$ cat config.mk
export PLATFORM = sky130hd
export DESIGN_NAME = polyphonic_voice_allocator
export DESIGN_NICKNAME = d
export VERILOG_FILES = /design/src/pva_pkg.sv /design/src/pva_front.sv /design/src/pva_fifo.sv /design/src/pva_back.sv /design/src/polyphonic_voice_allocator.sv
export SDC_FILE = /design/constraint.sdc
export NUM_CORES = 2
export LEC_CHECK = 0
export ABC_AREA = 0
export ABC_CLOCK_PERIOD_IN_PS = 12590
export BUFFER_PORTS_ARGS = -buffer_cell sky130_fd_sc_hd__buf_2
export CORE_MARGIN = 8
export CORE_UTILIZATION = 50
export DETAILED_ROUTE_END_ITERATION = 16
export PLACE_DENSITY = 0.69
export SLEW_MARGIN = 10
export SYNTH_ARGS = -nofsm -noshare
export SYNTH_HDL_FRONTEND = slang
export SYNTH_HIERARCHICAL = 1
export SYNTH_SLANG_ARGS = --single-unit
$ cat constraint.sdc
create_clock -name clock -period 12.59 [get_ports clock]
set_input_delay 1.8885 -clock clock [delete_from_list [all_inputs] [get_ports clock]]
set_output_delay 1.8885 -clock clock [all_outputs]
set_load 0.02 [all_outputs]
$ cat src/pva_pkg.sv
// Shared types, widths and codes for the polyphonic voice allocator.
// No dependencies; every other file imports this package.
package pva_pkg;

   localparam int VOICES   = 8;
   localparam int TAG_BITS = 32;

   localparam int OP_W     = 2;
   localparam int NOTE_W   = 7;
   localparam int VEL_W    = 7;
   localparam int STATUS_W = 3;
   localparam int MASK_W   = 8;
   localparam int EN_W     = 4;

   localparam logic [EN_W-1:0] EN_RESET = 4'd8;

   // enabled count compared against voice indexes in this width
   localparam int CNT_W = $clog2(VOICES + 1);
   localparam int CMP_W = (CNT_W > EN_W) ? CNT_W : EN_W;
   // voice vector widened so the result mask can always take its low bits
   localparam int VM_W  = (VOICES > MASK_W) ? VOICES : MASK_W;

   // command queue between front and back
   localparam int QDEPTH = 2;
   localparam int QPTR_W = (QDEPTH > 1) ? $clog2(QDEPTH) : 1;
   localparam int QCNT_W = $clog2(QDEPTH + 1);

   localparam logic [OP_W-1:0] OP_NOTE_ON  = 2'd0;
   localparam logic [OP_W-1:0] OP_NOTE_OFF = 2'd1;
   localparam logic [OP_W-1:0] OP_ALL_OFF  = 2'd2;

   typedef enum logic [STATUS_W-1:0] {
      ST_FREE         = 3'd0,
      ST_STOLEN       = 3'd1,
      ST_PLAYING      = 3'd2,
      ST_RELEASED     = 3'd3,
      ST_NOT_FOUND    = 3'd4,
      ST_ALL_RELEASED = 3'd5
   } status_type;

   typedef enum logic [1:0] {
      CMD_ON,
      CMD_OFF,
      CMD_ALL,
      CMD_NOP
   } cmd_kind_type;

   typedef struct packed {
      cmd_kind_type        kind;
      logic [NOTE_W-1:0]   note;
      logic [VEL_W-1:0]    velocity;
   } cmd_type;

   // keep the low result-mask bits of a voice vector, zero above VOICES
   function automatic logic [MASK_W-1:0] fit_mask(input logic [VOICES-1:0] v);
      logic [VM_W-1:0] wide;
      wide = VM_W'(v);
      return wide[MASK_W-1:0];
   endfunction

endpackage

$ cat src/pva_front.sv
// Front end: takes request words and turns them into queue commands.
// Depends on pva_pkg.
module pva_front (
   input  logic                        req_valid,
   output logic                        req_ready,
   input  logic [pva_pkg::OP_W-1:0]    req_operation,
   input  logic [pva_pkg::NOTE_W-1:0]  req_note_number,
   input  logic [pva_pkg::VEL_W-1:0]   req_note_velocity,
   output logic                        push_valid,
   input  logic                        push_ready,
   output pva_pkg::cmd_type            push_cmd
);
   import pva_pkg::*;

   cmd_kind_type kind;

   always_comb begin
      case (req_operation)
         OP_NOTE_ON: begin
            // velocity zero acts as a release
            kind = (req_note_velocity == '0) ? CMD_OFF : CMD_ON;
         end
         OP_NOTE_OFF: begin
            kind = CMD_OFF;
         end
         OP_ALL_OFF: begin
            kind = CMD_ALL;
         end
         default: begin
            kind = CMD_NOP;
         end
      endcase
   end

   assign push_cmd.kind     = kind;
   assign push_cmd.note     = req_note_number;
   assign push_cmd.velocity = req_note_velocity;
   assign push_valid        = req_valid;
   assign req_ready         = push_ready;

endmodule

$ cat src/pva_fifo.sv
// Short command queue between the front end and the voice engine.
// Depends on pva_pkg.
module pva_fifo (
   input  logic             clock,
   input  logic             reset,
   input  logic             push_valid,
   output logic             push_ready,
   input  pva_pkg::cmd_type push_cmd,
   output logic             pop_valid,
   input  logic             pop_ready,
   output pva_pkg::cmd_type pop_cmd
);
   import pva_pkg::*;

   cmd_type             mem_ff [QDEPTH];
   logic [QPTR_W-1:0]   wr_ptr_ff, wr_ptr_in;
   logic [QPTR_W-1:0]   rd_ptr_ff, rd_ptr_in;
   logic [QCNT_W-1:0]   count_ff, count_in;
   logic                push, pop;

   assign push_ready = (count_ff != QCNT_W'(QDEPTH));
   assign pop_valid  = (count_ff != '0);
   assign pop_cmd    = mem_ff[rd_ptr_ff];
   assign push       = push_valid && push_ready;
   assign pop        = pop_valid && pop_ready;

   always_comb begin
      wr_ptr_in = wr_ptr_ff;
      rd_ptr_in = rd_ptr_ff;
      count_in  = count_ff;
      if (push) begin
         wr_ptr_in = (wr_ptr_ff == QPTR_W'(QDEPTH - 1)) ? '0 : wr_ptr_ff + 1'b1;
      end
      if (pop) begin
         rd_ptr_in = (rd_ptr_ff == QPTR_W'(QDEPTH - 1)) ? '0 : rd_ptr_ff + 1'b1;
      end
      if (push && !pop) begin
         count_in = count_ff + 1'b1;
      end else if (pop && !push) begin
         count_in = count_ff - 1'b1;
      end
   end

   always_ff @(posedge clock) begin
      if (reset) begin
         wr_ptr_ff <= '0;
         rd_ptr_ff <= '0;
         count_ff  <= '0;
      end else begin
         wr_ptr_ff <= wr_ptr_in;
         rd_ptr_ff <= rd_ptr_in;
         count_ff  <= count_in;
      end
   end

   always_ff @(posedge clock) begin
      if (push) begin
         mem_ff[wr_ptr_ff] <= push_cmd;
      end
   end

endmodule

$ cat src/pva_back.sv
// Voice engine: holds the voice registers, looks up and executes one command
// in lookup and execute states and drives the result register. Depends on pva_pkg.
module pva_back (
   input  logic                           clock,
   input  logic                           reset,
   input  logic                           csr_write_enable,
   input  logic [pva_pkg::EN_W-1:0]       csr_write_data,
   input  logic                           pop_valid,
   output logic                           pop_ready,
   input  pva_pkg::cmd_type               pop_cmd,
   output logic                           rsp_valid,
   input  logic                           rsp_ready,
   output logic [pva_pkg::STATUS_W-1:0]   rsp_status,
   output logic [pva_pkg::MASK_W-1:0]     rsp_voice_mask,
   output logic [pva_pkg::NOTE_W-1:0]     rsp_voice_note,
   output logic [pva_pkg::VEL_W-1:0]      rsp_voice_velocity
);
   import pva_pkg::*;

   typedef enum logic [1:0] {
      S_IDLE,
      S_LOOK,
      S_EXEC
   } state_type;

   state_type              state_ff, state_in;
   cmd_type                cmd_ff, cmd_in;
   logic [EN_W-1:0]        enabled_ff, enabled_in;

   logic [VOICES-1:0]      gate_ff, gate_in;
   logic [NOTE_W-1:0]      note_ff [VOICES];
   logic [NOTE_W-1:0]      note_in [VOICES];
   logic [VEL_W-1:0]       vel_ff [VOICES];
   logic [VEL_W-1:0]       vel_in [VOICES];
   logic [TAG_BITS-1:0]    tag_ff [VOICES];
   logic [TAG_BITS-1:0]    tag_in [VOICES];
   logic [TAG_BITS-1:0]    counter_ff, counter_in;

   logic [VOICES-1:0]      win_ff, win_in;
   logic [VOICES-1:0]      first_ff, first_in;
   logic                   any_ff, any_in;

   logic                   rsp_valid_ff, rsp_valid_in;
   status_type             status_ff, status_in;
   logic [MASK_W-1:0]      mask_ff, mask_in;
   logic [NOTE_W-1:0]      rnote_ff, rnote_in;
   logic [VEL_W-1:0]       rvel_ff, rvel_in;

   logic [CMP_W-1:0]       active;
   logic [VOICES-1:0]      en;
   logic [VOICES-1:0]      match;
   logic                   out_free;

   // clamp the enabled count to 1..VOICES
   always_comb begin
      if (enabled_ff == '0) begin
         active = CMP_W'(1);
      end else if (CMP_W'(enabled_ff) > CMP_W'(VOICES)) begin
         active = CMP_W'(VOICES);
      end else begin
         active = CMP_W'(enabled_ff);
      end
      for (int i = 0; i < VOICES; i++) begin
         en[i] = (CMP_W'(i) < active);
      end
   end

   // lookup: matching voices, first match, and allocation winner
   always_comb begin
      logic [TAG_BITS:0] key_i, key_j;
      logic              beats;
      for (int i = 0; i < VOICES; i++) begin
         match[i] = en[i] && gate_ff[i] && (note_ff[i] == cmd_ff.note);
      end
      for (int i = 0; i < VOICES; i++) begin
         first_in[i] = match[i] && !(|(match & ((VOICES'(1) << i) - VOICES'(1))));
      end
      for (int i = 0; i < VOICES; i++) begin
         win_in[i] = en[i];
         key_i     = {gate_ff[i], tag_ff[i]};
         for (int j = 0; j < VOICES; j++) begin
            key_j = {gate_ff[j], tag_ff[j]};
            beats = (key_i < key_j) || ((key_i == key_j) && (i < j));
            if (j != i && en[j] && !beats) begin
               win_in[i] = 1'b0;
            end
         end
      end
      any_in = |match;
   end

   assign out_free  = !rsp_valid_ff || rsp_ready;
   assign pop_ready = (state_ff == S_IDLE) || ((state_ff == S_EXEC) && out_free);

   always_comb begin
      logic [NOTE_W-1:0] hit_note;
      logic [VEL_W-1:0]  hit_vel;
      logic              win_gated;
      state_in     = state_ff;
      cmd_in       = cmd_ff;
      enabled_in   = enabled_ff;
      gate_in      = gate_ff;
      note_in      = note_ff;
      vel_in       = vel_ff;
      tag_in       = tag_ff;
      counter_in   = counter_ff;
      rsp_valid_in = rsp_valid_ff;
      status_in    = status_ff;
      mask_in      = mask_ff;
      rnote_in     = rnote_ff;
      rvel_in      = rvel_ff;
      hit_note     = '0;
      hit_vel      = '0;
      for (int i = 0; i < VOICES; i++) begin
         hit_note = hit_note | (first_ff[i] ? note_ff[i] : '0);
         hit_vel  = hit_vel  | (first_ff[i] ? vel_ff[i] : '0);
      end
      win_gated = |(win_ff & gate_ff);

      if (csr_write_enable) begin
         enabled_in = csr_write_data;
      end
      if (rsp_valid_ff && rsp_ready) begin
         rsp_valid_in = 1'b0;
      end

      case (state_ff)
         S_IDLE: begin
            if (pop_valid) begin
               cmd_in   = pop_cmd;
               state_in = S_LOOK;
            end
         end
         S_LOOK: begin
            state_in = S_EXEC;
         end
         S_EXEC: begin
            if (out_free) begin
               rsp_valid_in = 1'b1;
               case (cmd_ff.kind)
                  CMD_ON: begin
                     if (any_ff) begin
                        status_in = ST_PLAYING;
                        mask_in   = fit_mask(first_ff);
                        rnote_in  = hit_note;
                        rvel_in   = hit_vel;
                     end else begin
                        status_in  = win_gated ? ST_STOLEN : ST_FREE;
                        mask_in    = fit_mask(win_ff);
                        rnote_in   = cmd_ff.note;
                        rvel_in    = cmd_ff.velocity;
                        counter_in = counter_ff + 1'b1;
                        for (int i = 0; i < VOICES; i++) begin
                           if (win_ff[i]) begin
                              gate_in[i] = 1'b1;
                              note_in[i] = cmd_ff.note;
                              vel_in[i]  = cmd_ff.velocity;
                              tag_in[i]  = counter_ff;
                           end
                        end
                     end
                  end
                  CMD_OFF: begin
                     if (any_ff) begin
                        status_in  = ST_RELEASED;
                        mask_in    = fit_mask(first_ff);
                        rnote_in   = hit_note;
                        rvel_in    = hit_vel;
                        counter_in = counter_ff + 1'b1;
                        for (int i = 0; i < VOICES; i++) begin
                           if (first_ff[i]) begin
                              gate_in[i] = 1'b0;
                              tag_in[i]  = counter_ff;
                           end
                        end
                     end else begin
                        status_in = ST_NOT_FOUND;
                        mask_in   = '0;
                        rnote_in  = '0;
                        rvel_in   = '0;
                     end
                  end
                  CMD_ALL: begin
                     // stamp gated voices in index order
                     status_in  = ST_ALL_RELEASED;
                     mask_in    = fit_mask(gate_ff);
                     rnote_in   = '0;
                     rvel_in    = '0;
                     gate_in    = '0;
                     counter_in = counter_ff + TAG_BITS'($countones(gate_ff));
                     for (int i = 0; i < VOICES; i++) begin
                        if (gate_ff[i]) begin
                           tag_in[i] = counter_ff + TAG_BITS'($countones(
                              gate_ff & ((VOICES'(1) << i) - VOICES'(1))));
                        end
                     end
                  end
                  default: begin
                     status_in = ST_NOT_FOUND;
                     mask_in   = '0;
                     rnote_in  = '0;
                     rvel_in   = '0;
                  end
               endcase
               if (pop_valid) begin
                  cmd_in   = pop_cmd;
                  state_in = S_LOOK;
               end else begin
                  state_in = S_IDLE;
               end
            end
         end
         default: begin
            state_in = S_IDLE;
         end
      endcase
   end

   always_ff @(posedge clock) begin
      if (reset) begin
         state_ff     <= S_IDLE;
         enabled_ff   <= EN_RESET;
         gate_ff      <= '0;
         counter_ff   <= '0;
         rsp_valid_ff <= 1'b0;
         for (int i = 0; i < VOICES; i++) begin
            note_ff[i] <= '0;
            vel_ff[i]  <= '0;
            tag_ff[i]  <= '0;
         end
      end else begin
         state_ff     <= state_in;
         enabled_ff   <= enabled_in;
         gate_ff      <= gate_in;
         counter_ff   <= counter_in;
         rsp_valid_ff <= rsp_valid_in;
         note_ff      <= note_in;
         vel_ff       <= vel_in;
         tag_ff       <= tag_in;
      end
      cmd_ff    <= cmd_in;
      status_ff <= status_in;
      mask_ff   <= mask_in;
      rnote_ff  <= rnote_in;
      rvel_ff   <= rvel_in;
      if (state_ff == S_LOOK) begin
         win_ff   <= win_in;
         first_ff <= first_in;
         any_ff   <= any_in;
      end
   end

   assign rsp_valid          = rsp_valid_ff;
   assign rsp_status         = status_ff;
   assign rsp_voice_mask     = mask_ff;
   assign rsp_voice_note     = rnote_ff;
   assign rsp_voice_velocity = rvel_ff;

   a_win_onehot: assert property (@(posedge clock) disable iff (reset)
      state_ff == S_EXEC |-> $onehot(win_ff))
      else $error("allocation winner is not a single voice");

   a_first_onehot0: assert property (@(posedge clock) disable iff (reset)
      state_ff == S_EXEC |-> ($onehot0(first_ff) && (any_ff == (first_ff != '0))))
      else $error("first match vector inconsistent");

   a_counter_quiet: assert property (@(posedge clock) disable iff (reset)
      state_ff != S_EXEC |=> $stable(counter_ff))
      else $error("tag counter moved outside execute");

   a_all_off_clears: assert property (@(posedge clock) disable iff (reset)
      (state_ff == S_EXEC && out_free && cmd_ff.kind == CMD_ALL) |=> gate_ff == '0)
      else $error("all notes off left a gated voice");

endmodule

$ cat src/polyphonic_voice_allocator.sv
// Polyphonic voice allocator: oldest-voice allocation with stealing.
// Top level; depends on pva_pkg, pva_front, pva_fifo and pva_back.
//
// Usage:
//   req_* carries note events (note on, note off, all notes off) under
//   valid/ready; rsp_* returns exactly one result word per event, in order.
//   csr_write_enable/csr_write_data set the enabled voice count; write it
//   only while no event is in flight.
// Path: a request word passes through the command queue, then the lookup
//   and execute states of the voice engine, into the result register.
// Ordering: one event at a time; the voice engine takes the next event only
//   as execute finishes, since its lookup/execute pair reads and then updates
//   the shared voice registers for each event.
// Reset: all voices free, age tags and the tag counter zero, enabled
//   voice count 8.
// Stall: while a result is held and rsp_ready is low the engine waits in
//   execute; the two-entry command queue keeps taking requests until it
//   fills, then req_ready drops.
module polyphonic_voice_allocator (
   input  logic                           clock,
   input  logic                           reset,
   input  logic                           csr_write_enable,
   input  logic [pva_pkg::EN_W-1:0]       csr_write_data,
   input  logic                           req_valid,
   output logic                           req_ready,
   input  logic [pva_pkg::OP_W-1:0]       req_operation,
   input  logic [pva_pkg::NOTE_W-1:0]     req_note_number,
   input  logic [pva_pkg::VEL_W-1:0]      req_note_velocity,
   output logic                           rsp_valid,
   input  logic                           rsp_ready,
   output logic [pva_pkg::STATUS_W-1:0]   rsp_status,
   output logic [pva_pkg::MASK_W-1:0]     rsp_voice_mask,
   output logic [pva_pkg::NOTE_W-1:0]     rsp_voice_note,
   output logic [pva_pkg::VEL_W-1:0]      rsp_voice_velocity
);
   import pva_pkg::*;

   logic    push_valid, push_ready;
   cmd_type push_cmd;
   logic    pop_valid, pop_ready;
   cmd_type pop_cmd;

   pva_front u_front (
      .req_valid         (req_valid),
      .req_ready         (req_ready),
      .req_operation     (req_operation),
      .req_note_number   (req_note_number),
      .req_note_velocity (req_note_velocity),
      .push_valid        (push_valid),
      .push_ready        (push_ready),
      .push_cmd          (push_cmd)
   );

   pva_fifo u_fifo (
      .clock      (clock),
      .reset      (reset),
      .push_valid (push_valid),
      .push_ready (push_ready),
      .push_cmd   (push_cmd),
      .pop_valid  (pop_valid),
      .pop_ready  (pop_ready),
      .pop_cmd    (pop_cmd)
   );

   pva_back u_back (
      .clock              (clock),
      .reset              (reset),
      .csr_write_enable   (csr_write_enable),
      .csr_write_data     (csr_write_data),
      .pop_valid          (pop_valid),
      .pop_ready          (pop_ready),
      .pop_cmd            (pop_cmd),
      .rsp_valid          (rsp_valid),
      .rsp_ready          (rsp_ready),
      .rsp_status         (rsp_status),
      .rsp_voice_mask     (rsp_voice_mask),
      .rsp_voice_note     (rsp_voice_note),
      .rsp_voice_velocity (rsp_voice_velocity)
   );

endmodule

-- Word-level counts from Yosys, hierarchy flattened
Memory sizes are Yosys's and may differ from the RTL's. A register that Yosys moved wholly into a read port is not among the register bits.
Index checks and enable logic that the tools add are counted.
- bits in writable memories: 32
- memories: 1
- bits in registers: 477
- output and inout bits: 27
- bits of input ports: 25
- word-level logic and storage cells: 568
- magnitude comparators: 65
- mux-type cells: 100
- add/subtract/negate cells: 25
- reduce and logical (&&, ||, !) cells: 234
- bitwise operators: 16
- equal/unequal tests: 71
- memory list (memory ; depth ; bits a word ; read ports ; clocked after Yosys merged registers in ; wr ports ; RTL line ; RTL):
    u_fifo.mem_ff ; 2 ; 16 ; 1 ; 1 ; 1 ; pva_fifo.sv:15 ; cmd_type mem_ff [QDEPTH];
- operator list (operator ; count):
    less-than comparator 33 bit ; 56
    == test 33 bit ; 28
    2-to-1 mux 32 bit ; 26
    one-hot mux 256 bit (3 select lines) ; 1
    2-to-1 mux 256 bit ; 2
    adder 32 bit ; 12
    2-to-1 mux 7 bit ; 20
    adder 32 x 1 -> 32 bit ; 4
    OR 7 bit ; 14
    one-hot mux 32 bit (3 select lines) ; 1
    logical AND 1 bit ; 85
    logical NOT 1 bit ; 66
    AND reduction 8 bit ; 8
    OR reduction 7 bit ; 9
    == test 7 bit ; 8
    AND reduction 7 bit ; 8
    != test 2 x 1 -> 1 bit (second input constant) ; 26
    one-hot mux 8 bit (3 select lines) ; 2
    AND reduction 5 bit ; 9
    adder 32 x 1 -> 32 bit (second input constant) ; 1
    2-to-1 mux 16 bit ; 2
    2-to-1 mux 8 bit ; 4
    one-hot mux 16 bit (2 select lines) ; 1
    logical OR 1 bit ; 30
    32 further kinds ; 88

-- Logic depth before layout (Yosys ltp)
- depth in word-level cells: 10
- mapped depth: 16
- mapped depth without buffers: 16

-- Hierarchy
The synthesis kept the hierarchy.
- by module, submodules not included (module ; cells each ; area each (um^2) ; instances ; sequential area each (um^2)):
    pva_back ; 5182 ; 42717.2 ; 1 ; 10049.6
    pva_fifo ; 74 ; 1376.3 ; 1 ; 1061.0
    pva_front ; 20 ; 143.9 ; 1 ; 0.0

-- Worst setup path before layout
Ideal clock, no wire load.
- path type: in2reg
- start point: in rsp_ready
- end point: reg u_back/tag_ff[123] in the netlist's numbering
- arrival time: 4.777 ns
- slack: 7.742 ns
- data required time: 12.520 ns
- path buffers: 2
- setup time: 0.070 ns
- cell stages on the path: 9
- path through: nor2b_1 > nor2_1 > and3_1 > buf_2 > o221ai_1 > a21oi_1 > buf_2 > nand2_1 > a21oi_1
- longest elaborated chain between the ends: 2
- RTL lines (item ; RTL line ; RTL):
    start: declaration ; polyphonic_voice_allocator.sv:30 ; input logic rsp_ready,
    logical OR 1 bit ; pva_back.sv:92 ; assign out_free = !rsp_valid_ff || rsp_ready;
    AND reduction 8 bit (no line) ; n/a ;
    end signal: assignment ; pva_back.sv:239 ; tag_ff <= tag_in;
    end: declaration ; pva_back.sv:35 ; logic [TAG_BITS-1:0] tag_ff [VOICES];
Every way passes these cells.
A chain may end at the register's enable or synchronous reset.

-- Worst setup path after layout
- start point: reg u_back.gate_ff[0]
- end point: reg u_back.counter_ff[30]
- longest elaborated chain between the ends: 5
- RTL lines (item ; RTL line ; RTL):
    start: declaration ; pva_back.sv:30 ; logic [VOICES-1:0] gate_ff, gate_in;
    start signal: assignment ; pva_back.sv:234 ; gate_ff <= gate_in;
    adder 1 x 1 -> 2 bit (not written as such) ; pva_back.sv:190 ; counter_in = counter_ff + TAG_BITS'($countones(gate_ff));
    adder 32 bit (not written as such) (2 in a row) ; pva_back.sv:190 ;
    adder 32 bit ; pva_back.sv:190 ;
    one-hot mux 32 bit (3 select lines) ; pva_back.sv:140 ; case (cmd_ff.kind)
    end signal: assignment ; pva_back.sv:235 ; counter_ff <= counter_in;
    end: declaration ; pva_back.sv:37 ; logic [TAG_BITS-1:0] counter_ff, counter_in;
Every way passes these cells.

==> metrics <==
ys async rst share=0%; Clk pwr share=18.3%; cell internal pwr=0.00455 W; TritonCTS clock tree=built; Post-Place Cell Area=45,600 µm²; Synth Area in Compound Gates=18.7%; Mapped Nets=6,262; combinational family with the most area after synthesis=adder cells; initial core utilization=50.2%; Reg power frac=22.8%; Synth Area in Simple Gates=17.2%; post_cts resized=0; Cell variety after synth=80; clk_skew=0.0581 ns; RSZ-0062 raised after global routing=no; post-synthesis sequential area ratio=25.1%; fill cell count=8,373; final hold violation count=0; XOR/XNOR share of the synthesized area=5.66%; gr ovfl total=0; width of the die=313 µm; H-tree Lvls=2; Crit Path Class=reg -> reg; Worst-Skew Late Latency=0.69 ns; nets=6,195; cells after synthesis=5,276; WL/cell=30.1 µm; crit path DAT=5.58 ns; Synth Cell Area=44,200 µm²; final setup margin=7.50 ns; Required @ worst endpoint=13.09 ns; PortBufs=51; most frequent cells in the layout=ha_1, nor2_1, nand2_1; #FFs+latches synth=510; DR vias=42,600; crit start category=flip-flop; WL met3=23,000 µm; Max clock buf depth=3; Min-Delay Path Class=reg -> reg; EDFF count, synth=90; run status=completed; slew margin rel.=2.15%; clock sink total=510; final std cells w/o fill=6,424; Max Transition Viols Final=0; Post-Place Cells=6,313; root buffer cell=clkbuf_16; final instance area=47,600 µm²; final WL=193,000 µm; setup_tns=0 ns; FP Rows=109; P&R area growth vs syn=7.58%; # Post-CTS Setup Buffers=0; drt first pass iters=9; multiplexer area fraction after synthesis=1.22%; final setup fails=0; syn_area_per_cell=8.38 µm²; drt via density=6.63; power per cell area=205 nW/µm²; Syn. warnings=6; met2 WL=78,600 µm; most common cell after layout, fill and taps aside=ha_1; die height=313 µm; Metal-1 WL=76,400 µm; Worst-path clk slew=0.06 ns; crit share post-route=40.4%; leading register cell type out of synthesis=dfxtp_1; number of remaining DRC errors=0; total track usage=37.7%; gpl congestion=1.08; share of cells above drive strength 1=5.21%; Place WS=7.60 ns; fmax=197 MHz; Adder-Cell Fraction of Synth Area=27.4%; DIE AREA=98,200 µm²; worst ir drop on vdd=0.000161 V; largest net degree at the start of global routing=138; Worst-Margin Slew=1.46 ns; post-DP HPWL=150,000 µm; min Tclk post-route=5.09 ns; Critical Path Fanout Max=11; Logic pwr share=58.8%; Hold-fix buffers, CTS=0; Iteration-0 DRC Markers=5,385; critical path capture point type=flip-flop; first-pass GRT wire length=275,000 µm; Post-DRT Antenna Nets=0; Top Layer Used=met5; vias in the first global route=39,600; switching power=0.00521 W; sw frac=53.4%; initial antenna violation count=6; total CTS buffers=58; I/O pin cnt=52; core area=88,100 µm²; fin util=54.0%; maxcap violations=0; Static Leak=20.4 nW
-- synthesized netlist by cell type, types with 15 or more instances --
master | number | area [µm²]
a211oi_1 | 297 | 2230
a21o_1 | 119 | 893
a21oi_1 | 483 | 2420
a221oi_1 | 20 | 175
a22oi_1 | 62 | 465
and3_1 | 15 | 93.8
and4_1 | 28 | 245
buf_1 | 24 | 90.1
buf_4 | 18 | 135
clkbuf_1 | 188 | 706
dfxtp_1 | 420 | 8410
edfxtp_1 | 90 | 2700
fa_1 | 15 | 300
ha_1 | 946 | 11800
inv_1 | 284 | 1070
mux2_2 | 16 | 180
mux2i_1 | 36 | 360
nand2_1 | 516 | 1940
nand3_1 | 127 | 636
nand4_1 | 215 | 1350
nor2_1 | 527 | 1980
nor2b_1 | 32 | 200
nor3_1 | 75 | 375
nor4_1 | 28 | 175
o21ai_0 | 146 | 731
or3_1 | 18 | 113
xnor2_1 | 190 | 1660
xor2_1 | 96 | 841
-- layout make-up --
class	count	area (µm²)	area share, %
clock buffers	86	1690	3.55
multi-input cells	4236	31200	65.6
diodes	3	7.51	0.0158
repair buffers	117	761	1.60
inverters	286	1070	2.26
well taps	1165	1460	3.06
clock inverters	21	292	0.613
flip-flops and latches	510	11100	23.3
-- per-stage QoR --
step / hold WS (ns) / power [W]
finish: 0.456 / 0.00976
global route: 0.475 / 0.00993
global placement: 0.442 / 0.00754
floorplan: 0.436 / 0.00488
detailed placement: 0.446 / 0.00757
CTS: 0.455 / 0.00936
-- final timing paths --
path | startpoint | slack [ns] | cells past startpoint | to
max | u_back/gate_ff[0] | 7.50 | 17 | u_back/counter_ff[30]
min | u_back/vel_ff[16] | 0.46 | 2 | u_back/vel_ff[16]
max reg2reg | u_back/gate_ff[0] | 7.50 | 17 | u_back/counter_ff[30]
min reg2reg | u_back/vel_ff[16] | 0.46 | 2 | u_back/vel_ff[16]
-- power by group through the flow --
stage / sequential (W) / clock (W) / combinational [W]
finish: 0.00223 / 0.00179 / 0.00574
global placement: 0.00224 / 0 / 0.00530
detailed placement: 0.00224 / 0 / 0.00533
global route: 0.00223 / 0.00186 / 0.00584
floorplan: 0.00202 / 0 / 0.00287
CTS: 0.00221 / 0.00180 / 0.00535
-- flip-flops by register name, indices dropped and copies added, names as in the netlist, named ones only --
signal	cells
u_fifo/mem_ff	32
u_fifo/count_ff	2
u_back/counter_ff	32
u_fifo/rd_ptr_ff	1
u_back/rsp_voice_mask	8
u_back/note_ff	56
u_back/any_ff	1
u_back/gate_ff	8
u_back/enabled_ff	4
u_back/rsp_status	3
u_back/win_ff	8
u_back/tag_ff	256
u_back/first_ff	8
u_back/rsp_voice_note	7
u_back/rsp_valid	1
u_back/cmd_ff	16
u_back/rsp_voice_velocity	7
u_back/state_ff	2
u_back/vel_ff	56
u_fifo/wr_ptr_ff	1
-- metal layers --
layer / vias to the layer above / track usage [%]
met5: - / 0
met4: 2 / 24.2
met3: 606 / 10.2
met2: 2435 / 54.8
met1: 20300 / 48.9
li1: 19200 / -
-- cell families (layout without fill, tap and decap cells) --
logic type	count (synthesis)	after routing
muxes	52	52
AOI/OAI and AO/OA	1289	1289
DFF	510	510
other	0	3
adders and majority gates	961	961
and+or+nand+nor	1648	1648
buffers and inverters	530	510
xor gates and xnor gates	286	286
-- worst max-delay path, cell delays in order, from the launching register on --
cell and delay [ns]:
dfxtp_1 0.58, inv_1 0.26, ha_1 0.41, fa_1 0.39
inv_1 0.07, ha_1 0.30, fa_1 0.67, inv_1 0.11
fa_1 0.44, nand2b_1 0.17, a21oi_1 0.15, nor2_1 0.06
a211oi_2 0.28, buf_4 0.27, nand3b_1 0.22, nor4_1 0.31
xnor2_1 0.16, nor2_1 0.05
No activity file was read; power rests on OpenSTA's default activity.
